===== src/design/connect_packet_framer_defines.svh =====
// assertion macros for the connect packet framer
`ifndef CONNECT_PACKET_FRAMER_DEFINES_SVH
`define CONNECT_PACKET_FRAMER_DEFINES_SVH

`ifndef SYNTHESIS
`define CPF_ASSERT(lbl, prop, msg) \
    lbl: assert property (@(posedge clk) disable iff (!rst_n) (prop)) else $error(msg);
`define CPF_ASSERT_NEXT(lbl, cond, nxt, msg) \
    lbl: assert property (@(posedge clk) disable iff (!rst_n) (cond) |=> (nxt)) else $error(msg);
`else
`define CPF_ASSERT(lbl, prop, msg)
`define CPF_ASSERT_NEXT(lbl, cond, nxt, msg)
`endif

`endif


===== src/design/cpf_pkg.sv =====
`timescale 1ns / 1ps

package cpf_pkg;

    localparam int BYTE_W  = 8;
    localparam int LEN_W   = 16;
    localparam int IDX_W   = 3;
    localparam int SLOT_W  = 3;
    localparam int ACC_W   = 19;
    localparam int PC_W    = 5;
    localparam int VAR_SH  = 7;

    localparam logic ACT_START = 1'b0;
    localparam logic ACT_BYTE  = 1'b1;

    localparam logic [IDX_W-1:0] REG_OPTIONS      = 3'd0;
    localparam logic [IDX_W-1:0] REG_KA_SECS      = 3'd1;
    localparam logic [IDX_W-1:0] REG_CLIENT_LEN   = 3'd2;
    localparam logic [IDX_W-1:0] REG_TOPIC_LEN    = 3'd3;
    localparam logic [IDX_W-1:0] REG_MESSAGE_LEN  = 3'd4;
    localparam logic [IDX_W-1:0] REG_USER_LEN     = 3'd5;
    localparam logic [IDX_W-1:0] REG_PASSWORD_LEN = 3'd6;

    localparam logic [SLOT_W-1:0] SLOT_CLIENT   = 3'd0;
    localparam logic [SLOT_W-1:0] SLOT_TOPIC    = 3'd1;
    localparam logic [SLOT_W-1:0] SLOT_MESSAGE  = 3'd2;
    localparam logic [SLOT_W-1:0] SLOT_USER     = 3'd3;
    localparam logic [SLOT_W-1:0] SLOT_PASSWORD = 3'd4;

    localparam logic [BYTE_W-1:0] HDR_CONNECT = 8'h10;
    localparam logic [BYTE_W-1:0] NAME_LEN_HI = 8'h00;
    localparam logic [BYTE_W-1:0] NAME_LEN_LO = 8'h04;
    localparam logic [BYTE_W-1:0] CHAR_M      = 8'h4D;
    localparam logic [BYTE_W-1:0] CHAR_Q      = 8'h51;
    localparam logic [BYTE_W-1:0] CHAR_T      = 8'h54;
    localparam logic [BYTE_W-1:0] PROTO_LEVEL = 8'h04;
    localparam logic [ACC_W-1:0]  REM_BASE    = 19'd10;
    localparam logic [ACC_W-1:0]  PREFIX_LEN  = 19'd2;
    localparam logic [1:0]        QOS_INVALID = 2'd3;

    localparam logic [PC_W-1:0] PC_IDLE     = 5'd0;
    localparam logic [PC_W-1:0] PC_REJECT   = 5'd1;
    localparam logic [PC_W-1:0] PC_DATA     = 5'd2;
    localparam logic [PC_W-1:0] PC_START    = 5'd3;
    localparam logic [PC_W-1:0] PC_ACC      = 5'd4;
    localparam logic [PC_W-1:0] PC_HDR      = 5'd5;
    localparam logic [PC_W-1:0] PC_VAR      = 5'd6;
    localparam logic [PC_W-1:0] PC_NAME_HI  = 5'd7;
    localparam logic [PC_W-1:0] PC_NAME_LO  = 5'd8;
    localparam logic [PC_W-1:0] PC_NAME_M   = 5'd9;
    localparam logic [PC_W-1:0] PC_NAME_Q   = 5'd10;
    localparam logic [PC_W-1:0] PC_NAME_T1  = 5'd11;
    localparam logic [PC_W-1:0] PC_NAME_T2  = 5'd12;
    localparam logic [PC_W-1:0] PC_LEVEL    = 5'd13;
    localparam logic [PC_W-1:0] PC_FLAGS    = 5'd14;
    localparam logic [PC_W-1:0] PC_KA_HI    = 5'd15;
    localparam logic [PC_W-1:0] PC_KA_LO    = 5'd16;
    localparam logic [PC_W-1:0] PC_OPEN     = 5'd17;
    localparam logic [PC_W-1:0] PC_PFX_HI   = 5'd18;
    localparam logic [PC_W-1:0] PC_PFX_LO   = 5'd19;

    typedef enum logic [3:0] {
        OP_IDLE,
        OP_REJECT,
        OP_DATA,
        OP_ACC_INIT,
        OP_ACC_ADD,
        OP_CONST,
        OP_VARINT,
        OP_FLAGS,
        OP_KA_HI,
        OP_KA_LO,
        OP_SKIP,
        OP_PFX_HI,
        OP_PFX_LO
    } op_t;

    typedef struct packed {
        op_t              op;
        logic [BYTE_W-1:0] lit;
        logic [PC_W-1:0]  jmp;
    } ctrl_t;

    function automatic ctrl_t rom(input logic [PC_W-1:0] pc);
        ctrl_t c;
        c = '{op: OP_IDLE, lit: '0, jmp: PC_IDLE};
        case (pc)
            PC_IDLE:    c.op = OP_IDLE;
            PC_REJECT:  c.op = OP_REJECT;
            PC_DATA:    c = '{op: OP_DATA, lit: '0, jmp: PC_OPEN};
            PC_START:   c.op = OP_ACC_INIT;
            PC_ACC:     c.op = OP_ACC_ADD;
            PC_HDR:     c = '{op: OP_CONST, lit: HDR_CONNECT, jmp: PC_IDLE};
            PC_VAR:     c.op = OP_VARINT;
            PC_NAME_HI: c = '{op: OP_CONST, lit: NAME_LEN_HI, jmp: PC_IDLE};
            PC_NAME_LO: c = '{op: OP_CONST, lit: NAME_LEN_LO, jmp: PC_IDLE};
            PC_NAME_M:  c = '{op: OP_CONST, lit: CHAR_M, jmp: PC_IDLE};
            PC_NAME_Q:  c = '{op: OP_CONST, lit: CHAR_Q, jmp: PC_IDLE};
            PC_NAME_T1: c = '{op: OP_CONST, lit: CHAR_T, jmp: PC_IDLE};
            PC_NAME_T2: c = '{op: OP_CONST, lit: CHAR_T, jmp: PC_IDLE};
            PC_LEVEL:   c = '{op: OP_CONST, lit: PROTO_LEVEL, jmp: PC_IDLE};
            PC_FLAGS:   c.op = OP_FLAGS;
            PC_KA_HI:   c.op = OP_KA_HI;
            PC_KA_LO:   c.op = OP_KA_LO;
            PC_OPEN:    c.op = OP_SKIP;
            PC_PFX_HI:  c.op = OP_PFX_HI;
            PC_PFX_LO:  c = '{op: OP_PFX_LO, lit: '0, jmp: PC_OPEN};
            default:    c.op = OP_IDLE;
        endcase
        return c;
    endfunction

endpackage


===== src/design/cpf_item_if.sv =====
`timescale 1ns / 1ps

interface cpf_item_if;
    logic                       valid;
    logic                       ready;
    logic                       action;
    logic [cpf_pkg::BYTE_W-1:0] data_byte;

    modport source (output valid, output action, output data_byte, input ready);
    modport sink   (input valid, input action, input data_byte, output ready);
endinterface


===== src/design/cpf_frame_if.sv =====
`timescale 1ns / 1ps

interface cpf_frame_if;
    logic                       valid;
    logic                       ready;
    logic [cpf_pkg::BYTE_W-1:0] out_byte;
    logic                       packet_end;
    logic                       last_of_run;
    logic                       rejected;

    modport source (output valid, output out_byte, output packet_end, output last_of_run,
                    output rejected, input ready);
    modport sink   (input valid, input out_byte, input packet_end, input last_of_run,
                    input rejected, output ready);
endinterface


===== src/design/cpf_cfg_if.sv =====
`timescale 1ns / 1ps

interface cpf_cfg_if;
    logic                      valid;
    logic                      ready;
    logic [cpf_pkg::IDX_W-1:0] index;
    logic [cpf_pkg::LEN_W-1:0] data;

    modport source (output valid, output index, output data, input ready);
    modport sink   (input valid, input index, input data, output ready);
endinterface


===== src/design/connect_packet_framer.sv =====
`timescale 1ns / 1ps
// connect_packet_framer: byte-serial encoder of a protocol level 4 CONNECT frame.
// channels: item (sink) takes action/data_byte, frame (source) gives one frame byte
// per transfer with packet_end, last_of_run and rejected, cfg (sink) writes the
// options, keep alive and the five string lengths by register index; cfg is always
// ready; it is to be written only between items, which the block does not enforce.
// a start item runs a small microprogram: a clear step, then an add step for each of
// the five string slots to sum the remaining length, then one frame byte per cycle
// while frame is not stalled (header, 1 to 3 length bytes, name, level, flags, keep
// alive); each string prefix pair follows a lookup step and goes out high byte then
// low byte, and the lookup step passes over each absent string in turn.
// a payload byte item is accepted, then loaded into the output register at the data
// step; a string end adds a lookup step and high and low prefix steps per string,
// and the lookup step passes each absent string; a rejected item gives a single result.
// item is ready only while the sequencer sits at its idle step, so items go one at
// a time; a finished result in the output register does not block the next item.
// when frame is stalled the sequencer holds on its current emitting step.
// reset clears the sequencer, the packet state, the output register and all
// configuration registers; the block is idle and ready as soon as reset is released.
`include "connect_packet_framer_defines.svh"

module connect_packet_framer
(
    input  logic             clk,
    input  logic             rst_n,
    cpf_item_if.sink         item,
    cpf_frame_if.source      frame,
    cpf_cfg_if.sink          cfg
);

    logic [cpf_pkg::PC_W-1:0]   pc_reg, pc_next;
    logic [cpf_pkg::ACC_W-1:0]  acc_reg, acc_next;
    logic [cpf_pkg::SLOT_W-1:0] slot_reg, slot_next;
    logic [cpf_pkg::LEN_W-1:0]  bytes_left_reg, bytes_left_next;
    logic                       packet_active_reg, packet_active_next;
    logic [cpf_pkg::BYTE_W-1:0] data_reg, data_next;

    logic [cpf_pkg::BYTE_W-1:0] opt_reg, opt_next;
    logic [cpf_pkg::LEN_W-1:0]  ka_reg, ka_next;
    logic [cpf_pkg::LEN_W-1:0]  len_reg [5];
    logic [cpf_pkg::LEN_W-1:0]  len_next [5];

    logic                       out_valid_reg, out_valid_next;
    logic [cpf_pkg::BYTE_W-1:0] out_byte_reg, out_byte_next;
    logic                       out_end_reg, out_end_next;
    logic                       out_last_reg, out_last_next;
    logic                       out_rej_reg, out_rej_next;

    cpf_pkg::ctrl_t             ctrl;
    logic                       at_idle;
    logic                       can_emit;
    logic                       emit;
    logic [cpf_pkg::BYTE_W-1:0] emit_byte;
    logic                       emit_end;
    logic                       emit_last;
    logic                       emit_rej;
    logic [cpf_pkg::LEN_W-1:0]  len_sel;
    logic                       present;
    logic                       present_after;
    logic [1:0]                 qos;
    logic [cpf_pkg::BYTE_W-1:0] flags;
    logic                       var_more;

    assign ctrl       = cpf_pkg::rom(pc_reg);
    assign at_idle    = (pc_reg == cpf_pkg::PC_IDLE);
    assign can_emit   = !out_valid_reg || frame.ready;
    assign item.ready = at_idle;
    assign cfg.ready  = 1'b1;

    assign frame.valid       = out_valid_reg;
    assign frame.out_byte    = out_byte_reg;
    assign frame.packet_end  = out_end_reg;
    assign frame.last_of_run = out_last_reg;
    assign frame.rejected    = out_rej_reg;

    always_comb
    begin
        case (slot_reg)
            cpf_pkg::SLOT_CLIENT:   len_sel = len_reg[0];
            cpf_pkg::SLOT_TOPIC:    len_sel = len_reg[1];
            cpf_pkg::SLOT_MESSAGE:  len_sel = len_reg[2];
            cpf_pkg::SLOT_USER:     len_sel = len_reg[3];
            cpf_pkg::SLOT_PASSWORD: len_sel = len_reg[4];
            default:                len_sel = '0;
        endcase
    end

    always_comb
    begin
        case (slot_reg)
            cpf_pkg::SLOT_CLIENT:   present = 1'b1;
            cpf_pkg::SLOT_TOPIC:    present = opt_reg[4];
            cpf_pkg::SLOT_MESSAGE:  present = opt_reg[5];
            cpf_pkg::SLOT_USER:     present = opt_reg[6];
            cpf_pkg::SLOT_PASSWORD: present = opt_reg[7];
            default:                present = 1'b0;
        endcase
    end

    // any present string in a later slot
    assign present_after = |(opt_reg[7:4] >> slot_reg);

    assign qos   = opt_reg[2:1];
    assign flags = {opt_reg[6], opt_reg[7], opt_reg[0],
                    (qos == cpf_pkg::QOS_INVALID) ? 2'b00 : qos,
                    opt_reg[5] & opt_reg[4], opt_reg[3], 1'b0};

    assign var_more = (acc_reg >> cpf_pkg::VAR_SH) != '0;

    always_comb
    begin
        pc_next            = pc_reg;
        acc_next           = acc_reg;
        slot_next          = slot_reg;
        bytes_left_next    = bytes_left_reg;
        packet_active_next = packet_active_reg;
        data_next          = data_reg;
        opt_next           = opt_reg;
        ka_next            = ka_reg;
        len_next           = len_reg;
        out_valid_next     = out_valid_reg && !frame.ready;
        out_byte_next      = out_byte_reg;
        out_end_next       = out_end_reg;
        out_last_next      = out_last_reg;
        out_rej_next       = out_rej_reg;
        emit               = 1'b0;
        emit_byte          = '0;
        emit_end           = 1'b0;
        emit_last          = 1'b0;
        emit_rej           = 1'b0;

        if (cfg.valid)
        begin
            case (cfg.index)
                cpf_pkg::REG_OPTIONS:      opt_next    = cfg.data[cpf_pkg::BYTE_W-1:0];
                cpf_pkg::REG_KA_SECS:      ka_next     = cfg.data;
                cpf_pkg::REG_CLIENT_LEN:   len_next[0] = cfg.data;
                cpf_pkg::REG_TOPIC_LEN:    len_next[1] = cfg.data;
                cpf_pkg::REG_MESSAGE_LEN:  len_next[2] = cfg.data;
                cpf_pkg::REG_USER_LEN:     len_next[3] = cfg.data;
                cpf_pkg::REG_PASSWORD_LEN: len_next[4] = cfg.data;
                default:                   opt_next    = opt_reg;
            endcase
        end

        case (ctrl.op)
            cpf_pkg::OP_IDLE:
            begin
                if (item.valid)
                begin
                    data_next = item.data_byte;
                    if (item.action == cpf_pkg::ACT_START)
                        pc_next = packet_active_reg ? cpf_pkg::PC_REJECT : cpf_pkg::PC_START;
                    else
                        pc_next = packet_active_reg ? cpf_pkg::PC_DATA : cpf_pkg::PC_REJECT;
                end
            end
            cpf_pkg::OP_REJECT:
            begin
                if (can_emit)
                begin
                    emit      = 1'b1;
                    emit_last = 1'b1;
                    emit_rej  = 1'b1;
                    pc_next   = cpf_pkg::PC_IDLE;
                end
            end
            cpf_pkg::OP_DATA:
            begin
                if (can_emit)
                begin
                    emit      = 1'b1;
                    emit_byte = data_reg;
                    if (bytes_left_reg != '0)
                        bytes_left_next = bytes_left_reg - cpf_pkg::LEN_W'(1);
                    if (bytes_left_reg > cpf_pkg::LEN_W'(1))
                    begin
                        emit_last = 1'b1;
                        pc_next   = cpf_pkg::PC_IDLE;
                    end
                    else if (present_after)
                    begin
                        slot_next = slot_reg + cpf_pkg::SLOT_W'(1);
                        pc_next   = ctrl.jmp;
                    end
                    else
                    begin
                        emit_end           = 1'b1;
                        emit_last          = 1'b1;
                        packet_active_next = 1'b0;
                        slot_next          = cpf_pkg::SLOT_CLIENT;
                        bytes_left_next    = '0;
                        pc_next            = cpf_pkg::PC_IDLE;
                    end
                end
            end
            cpf_pkg::OP_ACC_INIT:
            begin
                acc_next  = cpf_pkg::REM_BASE;
                slot_next = cpf_pkg::SLOT_CLIENT;
                pc_next   = pc_reg + cpf_pkg::PC_W'(1);
            end
            cpf_pkg::OP_ACC_ADD:
            begin
                if (present)
                    acc_next = acc_reg + cpf_pkg::ACC_W'(len_sel) + cpf_pkg::PREFIX_LEN;
                if (slot_reg == cpf_pkg::SLOT_PASSWORD)
                begin
                    slot_next = cpf_pkg::SLOT_CLIENT;
                    pc_next   = pc_reg + cpf_pkg::PC_W'(1);
                end
                else
                    slot_next = slot_reg + cpf_pkg::SLOT_W'(1);
            end
            cpf_pkg::OP_CONST:
            begin
                if (can_emit)
                begin
                    emit      = 1'b1;
                    emit_byte = ctrl.lit;
                    pc_next   = pc_reg + cpf_pkg::PC_W'(1);
                end
            end
            cpf_pkg::OP_VARINT:
            begin
                if (can_emit)
                begin
                    emit      = 1'b1;
                    emit_byte = {var_more, acc_reg[cpf_pkg::VAR_SH-1:0]};
                    acc_next  = acc_reg >> cpf_pkg::VAR_SH;
                    if (!var_more)
                        pc_next = pc_reg + cpf_pkg::PC_W'(1);
                end
            end
            cpf_pkg::OP_FLAGS:
            begin
                if (can_emit)
                begin
                    emit      = 1'b1;
                    emit_byte = flags;
                    pc_next   = pc_reg + cpf_pkg::PC_W'(1);
                end
            end
            cpf_pkg::OP_KA_HI:
            begin
                if (can_emit)
                begin
                    emit      = 1'b1;
                    emit_byte = ka_reg[15:8];
                    pc_next   = pc_reg + cpf_pkg::PC_W'(1);
                end
            end
            cpf_pkg::OP_KA_LO:
            begin
                if (can_emit)
                begin
                    emit      = 1'b1;
                    emit_byte = ka_reg[7:0];
                    pc_next   = pc_reg + cpf_pkg::PC_W'(1);
                end
            end
            cpf_pkg::OP_SKIP:
            begin
                if (slot_reg > cpf_pkg::SLOT_PASSWORD)
                begin
                    packet_active_next = 1'b0;
                    slot_next          = cpf_pkg::SLOT_CLIENT;
                    bytes_left_next    = '0;
                    pc_next            = cpf_pkg::PC_IDLE;
                end
                else if (present)
                    pc_next = pc_reg + cpf_pkg::PC_W'(1);
                else
                    slot_next = slot_reg + cpf_pkg::SLOT_W'(1);
            end
            cpf_pkg::OP_PFX_HI:
            begin
                if (can_emit)
                begin
                    emit      = 1'b1;
                    emit_byte = len_sel[15:8];
                    pc_next   = pc_reg + cpf_pkg::PC_W'(1);
                end
            end
            cpf_pkg::OP_PFX_LO:
            begin
                if (can_emit)
                begin
                    emit      = 1'b1;
                    emit_byte = len_sel[7:0];
                    if (len_sel != '0)
                    begin
                        emit_last          = 1'b1;
                        packet_active_next = 1'b1;
                        bytes_left_next    = len_sel;
                        pc_next            = cpf_pkg::PC_IDLE;
                    end
                    else if (present_after)
                    begin
                        slot_next = slot_reg + cpf_pkg::SLOT_W'(1);
                        pc_next   = ctrl.jmp;
                    end
                    else
                    begin
                        emit_end           = 1'b1;
                        emit_last          = 1'b1;
                        packet_active_next = 1'b0;
                        slot_next          = cpf_pkg::SLOT_CLIENT;
                        bytes_left_next    = '0;
                        pc_next            = cpf_pkg::PC_IDLE;
                    end
                end
            end
            default:
            begin
                pc_next = cpf_pkg::PC_IDLE;
            end
        endcase

        if (emit)
        begin
            out_valid_next = 1'b1;
            out_byte_next  = emit_byte;
            out_end_next   = emit_end;
            out_last_next  = emit_last;
            out_rej_next   = emit_rej;
        end
    end

    always_ff @(posedge clk or negedge rst_n)
    begin
        if (!rst_n)
        begin
            pc_reg            <= cpf_pkg::PC_IDLE;
            acc_reg           <= '0;
            slot_reg          <= cpf_pkg::SLOT_CLIENT;
            bytes_left_reg    <= '0;
            packet_active_reg <= 1'b0;
            data_reg          <= '0;
            opt_reg           <= '0;
            ka_reg            <= '0;
            len_reg           <= '{default: '0};
            out_valid_reg     <= 1'b0;
            out_byte_reg      <= '0;
            out_end_reg       <= 1'b0;
            out_last_reg      <= 1'b0;
            out_rej_reg       <= 1'b0;
        end
        else
        begin
            pc_reg            <= pc_next;
            acc_reg           <= acc_next;
            slot_reg          <= slot_next;
            bytes_left_reg    <= bytes_left_next;
            packet_active_reg <= packet_active_next;
            data_reg          <= data_next;
            opt_reg           <= opt_next;
            ka_reg            <= ka_next;
            len_reg           <= len_next;
            out_valid_reg     <= out_valid_next;
            out_byte_reg      <= out_byte_next;
            out_end_reg       <= out_end_next;
            out_last_reg      <= out_last_next;
            out_rej_reg       <= out_rej_next;
        end
    end

    `CPF_ASSERT(a_active_has_bytes, (packet_active_reg && at_idle) |-> (bytes_left_reg != '0), "empty open string")
    `CPF_ASSERT(a_slot_range, slot_reg <= cpf_pkg::SLOT_PASSWORD, "string slot beyond password")
    `CPF_ASSERT(a_reject_form, (out_valid_reg && out_rej_reg) |-> (out_last_reg && !out_end_reg && (out_byte_reg == '0)), "malformed rejection result")
    `CPF_ASSERT(a_end_is_last, (out_valid_reg && out_end_reg) |-> out_last_reg, "frame end not last of run")
    `CPF_ASSERT_NEXT(a_accept_busy, item.valid && item.ready, pc_reg != cpf_pkg::PC_IDLE, "sequencer idle after item transfer")

endmodule

===== src/flat_wrapper.sv =====
// flat-port wrapper written by rule: the top's interface ports become plain ports
module connect_packet_framer_flat 
  (clk, rst_n, item_valid, item_action, item_data_byte, item_ready, frame_valid, frame_out_byte, frame_packet_end, frame_last_of_run, frame_rejected, frame_ready, cfg_valid, cfg_index, cfg_data, cfg_ready);
  cpf_item_if item_i ();
  cpf_frame_if frame_i ();
  cpf_cfg_if cfg_i ();
  input  logic clk;
  input  logic rst_n;
  input wire logic [$bits(item_i.valid)-1:0] item_valid;
  input wire logic [$bits(item_i.action)-1:0] item_action;
  input wire logic [$bits(item_i.data_byte)-1:0] item_data_byte;
  output wire logic [$bits(item_i.ready)-1:0] item_ready;
  output wire logic [$bits(frame_i.valid)-1:0] frame_valid;
  output wire logic [$bits(frame_i.out_byte)-1:0] frame_out_byte;
  output wire logic [$bits(frame_i.packet_end)-1:0] frame_packet_end;
  output wire logic [$bits(frame_i.last_of_run)-1:0] frame_last_of_run;
  output wire logic [$bits(frame_i.rejected)-1:0] frame_rejected;
  input wire logic [$bits(frame_i.ready)-1:0] frame_ready;
  input wire logic [$bits(cfg_i.valid)-1:0] cfg_valid;
  input wire logic [$bits(cfg_i.index)-1:0] cfg_index;
  input wire logic [$bits(cfg_i.data)-1:0] cfg_data;
  output wire logic [$bits(cfg_i.ready)-1:0] cfg_ready;
  assign item_i.valid = item_valid;
  assign item_i.action = item_action;
  assign item_i.data_byte = item_data_byte;
  assign item_ready = item_i.ready;
  assign frame_valid = frame_i.valid;
  assign frame_out_byte = frame_i.out_byte;
  assign frame_packet_end = frame_i.packet_end;
  assign frame_last_of_run = frame_i.last_of_run;
  assign frame_rejected = frame_i.rejected;
  assign frame_i.ready = frame_ready;
  assign cfg_i.valid = cfg_valid;
  assign cfg_i.index = cfg_index;
  assign cfg_i.data = cfg_data;
  assign cfg_ready = cfg_i.ready;
  connect_packet_framer u_core (.clk(clk), .rst_n(rst_n), .item(item_i), .frame(frame_i), .cfg(cfg_i));
endmodule

===== config.mk =====
export PLATFORM = sky130hd
export DESIGN_NAME = connect_packet_framer_flat
export DESIGN_NICKNAME = d
export VERILOG_FILES = /design/src/design/cpf_pkg.sv /design/src/design/cpf_item_if.sv /design/src/design/cpf_frame_if.sv /design/src/design/cpf_cfg_if.sv /design/src/design/connect_packet_framer.sv /design/src/flat_wrapper.sv
export VERILOG_INCLUDE_DIRS = /design/src /design/src/design
export SDC_FILE = /design/constraint.sdc
export NUM_CORES = 1
export LEC_CHECK = 0
export ABC_AREA = 1
export BUFFER_PORTS_ARGS = -buffer_cell sky130_fd_sc_hd__buf_2
export CORE_AREA = 5 5 183 185
export CTS_BUF_LIST = sky130_fd_sc_hd__clkbuf_4
export DETAILED_ROUTE_END_ITERATION = 16
export DIE_AREA = 0 0 188 190
export GPL_TIMING_DRIVEN = 0
export PLACE_DENSITY_LB_ADDON = 0.25
export SYNTH_ARGS = -nofsm -noshare
export SYNTH_HDL_FRONTEND = slang
export SYNTH_SLANG_ARGS = --single-unit

===== constraint.sdc =====
create_clock -name clk -period 4.2 [get_ports clk]
set_input_delay 0.63 -clock clk [delete_from_list [all_inputs] [get_ports clk]]
set_output_delay 0.63 -clock clk [all_outputs]
set_load 0.005 [all_outputs]

==> results.md, run 1 <==
- Status: complete, no violations
- Crit. End Element: flop
- Clock root cell: clkbuf_4
- Min cycle time layout: 3.94 ns
- Most used DFF post-synth: dfrtp_1
- Setup Viol. Count Final: 0
- Pwr Total: 7.20 mW
- Arr. time, crit path: 4.45 ns
- Final Wtd Congestion: 0.880
- Max IR drop VDD: 0.195 mV
- DRC violations left: 0
- Placed wire-length estimate: 26,400 um
- Register area share after synthesis: 0.386
- Slowest CP cell: dfrtp_1
- Worst skew pair latency: 0.63 ns
- Fin. Hold Viols: 0
- Worst min path class: input pin to flop
- Total clock sinks: 168
- RSZ-0062 raised after global routing: no
- Cells along the critical path: inv_1 > ha_1 > inv_1 > nor2_1 > buf_2 > nand2_1 > inv_1 > nor2_1 > nand2_1 > ha_1 > ha_2 > inv_1 > fa_1 > o21ai_4 > nand4_1 > nand2_1 > nand3_1 > nand2_1 > xor2_1 > o21ai_1
- Clock buffer depth: 2
- Via-to-Cell Ratio: 5.17
- ANT nets after route: 0
- Synth area leader: dfrtp_1
- Num rows: 66
- Via count: 10,400
- Average wire per standard cell: 17.3 um
- Initial antenna violation count: 1
- Die Footprint: 35,700 um^2
- Cells on worst reg2reg path: 20
- CTS tree: yes
- Async SR Flop Fraction: 1.00
- Slew margin rel.: 0.503
- Initial Util: 0.341
- Post-synth EDFFs: 0
- I/O Buffers: 45
- # H-tree levels: 4
- Pin count of the biggest net entering global routing: 106
- Yosys warns: 0
- Highest Clock Rate: 254 MHz
- Total Wirelength: 34,700 um
- Flip-flop and latch count after synthesis: 168
- Hold depth: 2
- Worst slew pin tran: 0.742 ns
- Number of global-route vias before repair: 9,928
- Core area: 31,900 um^2
- Worst path max stage delay: 0.48 ns
- CP Launch Type: flop
- Post-synth design cell area: 10,900 um^2
- Leak pwr: 6.23 nW
- Gr ovfl total: 0
- Power density over the cells: 602 nW/um^2
- Top Ports: 47
- 1st-pass router iterations: 5
- Cell variety after synth: 45
- Synth Net Count: 1,598
- Most frequent cells in the layout: nand2_1, nand3_1, dfrtp_1
- Skew final: 0.0285 ns
- Num CTS Buffers: 17
- Storage cell area: 4210 um^2
- First-pass GRT wire length: 55,700 um
- DR iter-0 viols: 925
- Setup TNS: 0 ns
- Die H: 190 um
- Crit share post-route: 0.939
- Fin. max-slew vios: 0
- Crit Path Class: flop to flop
- Die W: 188 um
- GR Util All Layers: 0.196
- # fillers: 3,453
- P&R area growth vs syn: 9.97%
- Post-synth top area share: 0.386
- Maxcap violations: 0
- Final net count: 1,663
- Required @ worst endpoint: 4.71 ns
- Post-CTS setup buffers: 0
- Mapped Cells: 1,518
- Top post-synthesis cells by area: dfrtp_1, nand2_1, nand3_1
- CTS clock-pin slew for the worst setup and hold paths: 0.15 ns
- Most common cell after layout, fill and taps aside: nand2_1
- Multi-input logic area: 5950 um^2
- Avg Cell Area, Syn: 7.17 um^2
- Maximum net fanout on the critical path: 10
- Max FFs per register: 80
- Share of layout cells above drive strength 1: 0.114
## per-layer routing
layer / GRT usage / wire (um)
met1: 0.273 / 16000
met2: 0.322 / 16400
met3: 0.0272 / 1580
met4: 0.0570 / 734
met5: 0 / 0
## area by class of cell
class,count,area share
Multi-Input combinational cell,1166,0.497
Sequential cell,168,0.352
Tap cell,408,0.0427
Inverter,129,0.0407
Buffer,54,0.0241
Timing Repair Buffer,47,0.0228
Clock buffer,18,0.0113
Clock inverter,14,0.00962
Antenna cell,1,0.000209
## final timing paths
kind / from / end / slack, ns
min in group asynchronous: rst_n / u_core.len_reg[1] / 0.52
setup reg to reg: u_core.slot_reg[1] / u_core.acc_reg[15] / 0.26
max in group asynchronous: rst_n / u_core.frame.out_byte[3] / 2.75
hold reg to reg: u_core.frame.rejected / u_core.frame.rejected / 0.49
hold / removal: item_data_byte[2] / u_core.data_reg[2] / 0.24
setup / recovery: u_core.slot_reg[1] / u_core.acc_reg[15] / 0.26
## cells in the mapped netlist, drive strengths merged, types with 2 or more instances
library cell and count:
a21o 2, a21oi 40, a31oi 2, buf 24, clkbuf 31, dfrtp 168, ha 46, inv 129
mux2 8, nand2 497, nand3 183, nand3b 6, nand4 38, nor2 148, nor3 8, nor4 3
o21ai 151, o21bai 2, o22ai 2, o31ai 2, or2 5, xnor2 9, xor2 7
## per-stage QoR
stage / area, um^2 / hold WS (ns) / setup slack (ns) / instances / util
6_report: 12000 / 0.240 / 0.258 / 2005 / 0.375
5_1_grt: 12000 / 0.204 / 0.00909 / 2005 / 0.375
4_1_cts: 11900 / 0.206 / 0.0873 / 2005 / 0.374
3_5_place_dp: 11700 / 0.470 / -0.649 / 1972 / 0.366
3_3_place_gp: 11600 / 0.463 / -0.672 / 1971 / 0.364
2_1_floorplan: 10900 / 0.334 / 0.775 / 1518 / -
## power breakdown
part / total [mW] / switching, mW / internal (mW)
logic: 3.96 / 2.67 / 1.29
registers: 2.32 / 0.317 / 2.00
clock network: 0.924 / 0.666 / 0.258
total: 7.20 / 3.65 / 3.55
## cell families after synthesis
logic type      Yosys count  share of synthesized area
simple gates            889                      0.369
compound gates          205                     0.0973
buf+inv                 184                     0.0709
flops                   168                      0.386
fa+ha+maj                47                     0.0548
xor+xnor                 16                     0.0129
mux                       8                    0.00828
other cells               1                   0.000345
## critical path, delay by kind of cell, from the launching register on
family,cells,cell delay [ns]
simple gates,8,0.93
xor+xnor,1,0.16
fa+ha+maj,4,1.24
buf+inv,5,0.68
flops,1,0.48
compound gates,2,0.33
## timing repair
item,CTS,global route
hold endpoints to repair,63,0
hold buffers,1,0
endpoints found under the setup margin,14,10
gates resized for setup,10,10
cloned,0,0
Power figures use the tool's default switching activity.
==> run 2, diff against run 1 <==
--- a/config.mk
+++ b/config.mk
@@ -7,7 +7,7 @@
 export NUM_CORES = 1
 export LEC_CHECK = 0
 export ABC_AREA = 1
-export BUFFER_PORTS_ARGS = -buffer_cell sky130_fd_sc_hd__buf_2
+export BUFFER_PORTS_ARGS = -buffer_cell sky130_fd_sc_hd__buf_4
 export CORE_AREA = 5 5 183 185
 export CTS_BUF_LIST = sky130_fd_sc_hd__clkbuf_4
 export DETAILED_ROUTE_END_ITERATION = 16
==> run 2 against run 1 <==
Sequential power hardly changed. Sequential share of layout area fell by 0.50 points. First-iteration DRC count decreased by 1.1%. Critical path type unchanged. Highest routed layer unchanged.
==> results.md, run 2 (synthesis gave the netlist of run 1 again) <==
- Combinational Power Share: 0.545 (-0.004)
- Most frequent cells in the layout: nand2_1, nand3_1, dfrtp_1
- Total clock sinks: 168 (unchanged)
- 1st-pass router iterations: 6 (+1)
- I/O Buffers: 45 (unchanged)
- Slowest CP cell: dfrtp_1
- Most common cell after layout, fill and taps aside: nand2_1
- CP endpoint: u_core.acc_reg[11]
- P&R area growth vs syn: 11.5%
- Worst r2r src: u_core.slot_reg[1]
- Skew final: 0.0309 ns (+0.00239 ns)
- Clock group share of total power: 0.139 (+0.011)
- Worst skew pair latency: 0.64 ns (about the same)
- Clock buffer depth: 2 (unchanged)
- Reg2reg end: u_core.acc_reg[11]
- DR iter-0 viols: 915 (-1.1%)
- Share of layout cells above drive strength 1: 0.114 (about the same)
- Max IR drop VDD: 0.188 mV (-3.6%)
- Clock root cell: clkbuf_4
- Total Wirelength: 34,900 um (+0.41%)
- Initial antenna violation count: 1 (unchanged)
- R2R Setup Slk: 0.22 ns (-0.03 ns)
- CP Launch Type: flop
- Post-CTS setup buffers: 0 (unchanged)
- Worst path max stage delay: 0.49 ns (about the same)
- P_sw: 3.70 mW (+1.4%)
- Via count: 10,400 (+0.16%)
- Pin count of the biggest net entering global routing: 98 (-7.5%)
- Fin. max-slew vios: 0 (unchanged)
- Final net count: 1,664 (+0.060%)
- Placed wire-length estimate: 26,500 um (+0.37%)
- CTS tree: yes
- Post-route insts no fill: 2,006 (+0.050%)
- Die Footprint: 35,700 um^2 (unchanged)
- GR Util All Layers: 0.195 (-0.000962)
- Num CTS Buffers: 17 (unchanged)
- Top Ports: 47 (unchanged)
- Fin. Hold Viols: 0 (unchanged)
- Initial Util: 0.341 (unchanged)
- Sequential share of power: 0.315 (-0.007)
- ANT nets after route: 0 (unchanged)
- Internal Power: 3.66 mW (+3.2%)
- Worst slew pin tran: 0.749 ns (+0.00704 ns)
- Critical path origin: u_core.slot_reg[1]
- Core area: 31,900 um^2 (unchanged)
- Setup Viol. Count Final: 0 (unchanged)
- Die W: 188 um (unchanged)
- Final Wtd Congestion: 0.893 (+1.5%)
- Crit Path Class: flop to flop
- Status: complete, no violations
- Leak pwr: 6.30 nW (+1.0%)
- Arr. time, crit path: 4.54 ns (+0.09 ns)
- First-pass GRT wire length: 55,400 um (-0.51%)
- Placed Cells: 1,972 (unchanged)
- # H-tree levels: 4 (unchanged)
- Average wire per standard cell: 17.4 um (+0.36%)
- Required @ worst endpoint: 4.77 ns (+0.06 ns)
- CTS clock-pin slew for the worst setup and hold paths: 0.17 ns (+0.02 ns)
- Setup TNS: 0 ns (unchanged)
- Hold Path Origin: item_data_byte[3]
- Hold depth: 2 (unchanged)
- Crit share post-route: 0.947 (+0.00784)
- Power density over the cells: 607 nW/um^2 (+0.82%)
- Maxcap violations: 0 (unchanged)
- Gr ovfl total: 0 (unchanged)
- Worst min path class: input pin to flop
- Min cycle time layout: 3.98 ns (+0.0329 ns)
- Maximum net fanout on the critical path: 10 (unchanged)
- DRC violations left: 0 (unchanged)
- Num rows: 66 (unchanged)
- Number of global-route vias before repair: 9,995 (+0.67%)
- Die H: 190 um (unchanged)
- Crit. End Element: flop
- Highest Clock Rate: 252 MHz (-0.83%)
- Switching share of power: 0.503 (-0.00438)
- Max FFs per register: 80 (unchanged)
- Slew margin rel.: 0.500 (-0.00287)
- Cells along the critical path: inv_1 > ha_1 > inv_1 > nor2_1 > buf_2 > nand2_1 > inv_1 > nor2_1 > nand2_1 > ha_1 > ha_1 > inv_1 > fa_1 > o21ai_4 > a31oi_2 > o21ai_0 > nand2_1 > nand2_1 > nand3_1 > nand3_1
- Via-to-Cell Ratio: 5.18 (+0.11%)
- Cells on worst reg2reg path: 20 (unchanged)
==> run 2: cell count changes in the layout (fill, tap and decap cells not counted), moves of 2 or more <==
cell      before  now
buf_4          5   49
inv_6          5    3
clkinv_8       0    2
buf_2         55    9
clkinv_2       2    0
clkinv_4       1    4
==> run 2: area by class of cell <==
class                   count  area (um^2)
inverters                 129          489
diodes                      1         2.50
multi-input cells        1166         5940
fillers                  3447        19700
plain buffers              55          298
repair buffers             47          383
well taps                 408          510
clock buffers              17          128
clock inverters            15          176
flip-flops and latches    168         4210
==> run 2: worst max-delay path: cells and delay by family (launching register included) <==
family	cells	cell delay, ns
simple gates	8	0.86
flops	1	0.49
fa+ha+maj	4	1.29
buf+inv	5	0.71
compound gates	3	0.57
==> run 2: how the worst min path moves through the flow <==
stage / slack, ns / end
floorplan: 0.33 / u_core.acc_reg[0]
global placement: 0.47 / u_core.len_reg[10]
detailed placement: 0.47 / u_core.len_reg[36]
CTS: 0.19 / u_core.data_reg[3]
global route: 0.20 / u_core.data_reg[4]
finish: 0.23 / u_core.data_reg[3]
==> run 2: stage by stage <==
step                      hold slack [ns]  power [mW]  setup slack, ns   util  instance area, um^2
after detailed placement            0.473        6.27           -0.718  0.369                11800
after CTS                           0.193        7.33           0.0519  0.379                12100
after floorplan                     0.334        5.03            0.775      -                10900
final                               0.232        7.37            0.225  0.381                12100
after global routing                0.202        7.99        -0.000218  0.381                12100
after global placement              0.466        6.22           -0.683  0.368                11700
==> run 2: power groups by stage <==
stage                     sequential [mW]  combinational (mW)  clock, mW
after CTS                            2.31                3.96       1.06
after detailed placement             2.34                3.93          0
after global routing                 2.37                4.49       1.12
final                                2.32                4.02       1.03
after floorplan                      2.25                2.78          0
after global placement               2.34                3.88          0
==> run 2: timing repair <==
item / 4_1_cts / 5_1_grt
endpoints found under the setup margin: 14 / 11
endpoints found under the hold margin: 71 / 0
hold buffers: 1 / 0
gates resized for setup: 9 / 13
==> run 2: metal layers <==
layer  global-route usage  routed length (um)  up-vias  part of all wire
met3               0.0286                1560       61             0.045
met1                0.266               16300     4954              0.47
met2                0.318               16000      275              0.46
met4               0.0695                 964        0             0.028
li1                     -                   -     5097                 -
met5                    0                   0        -                 0
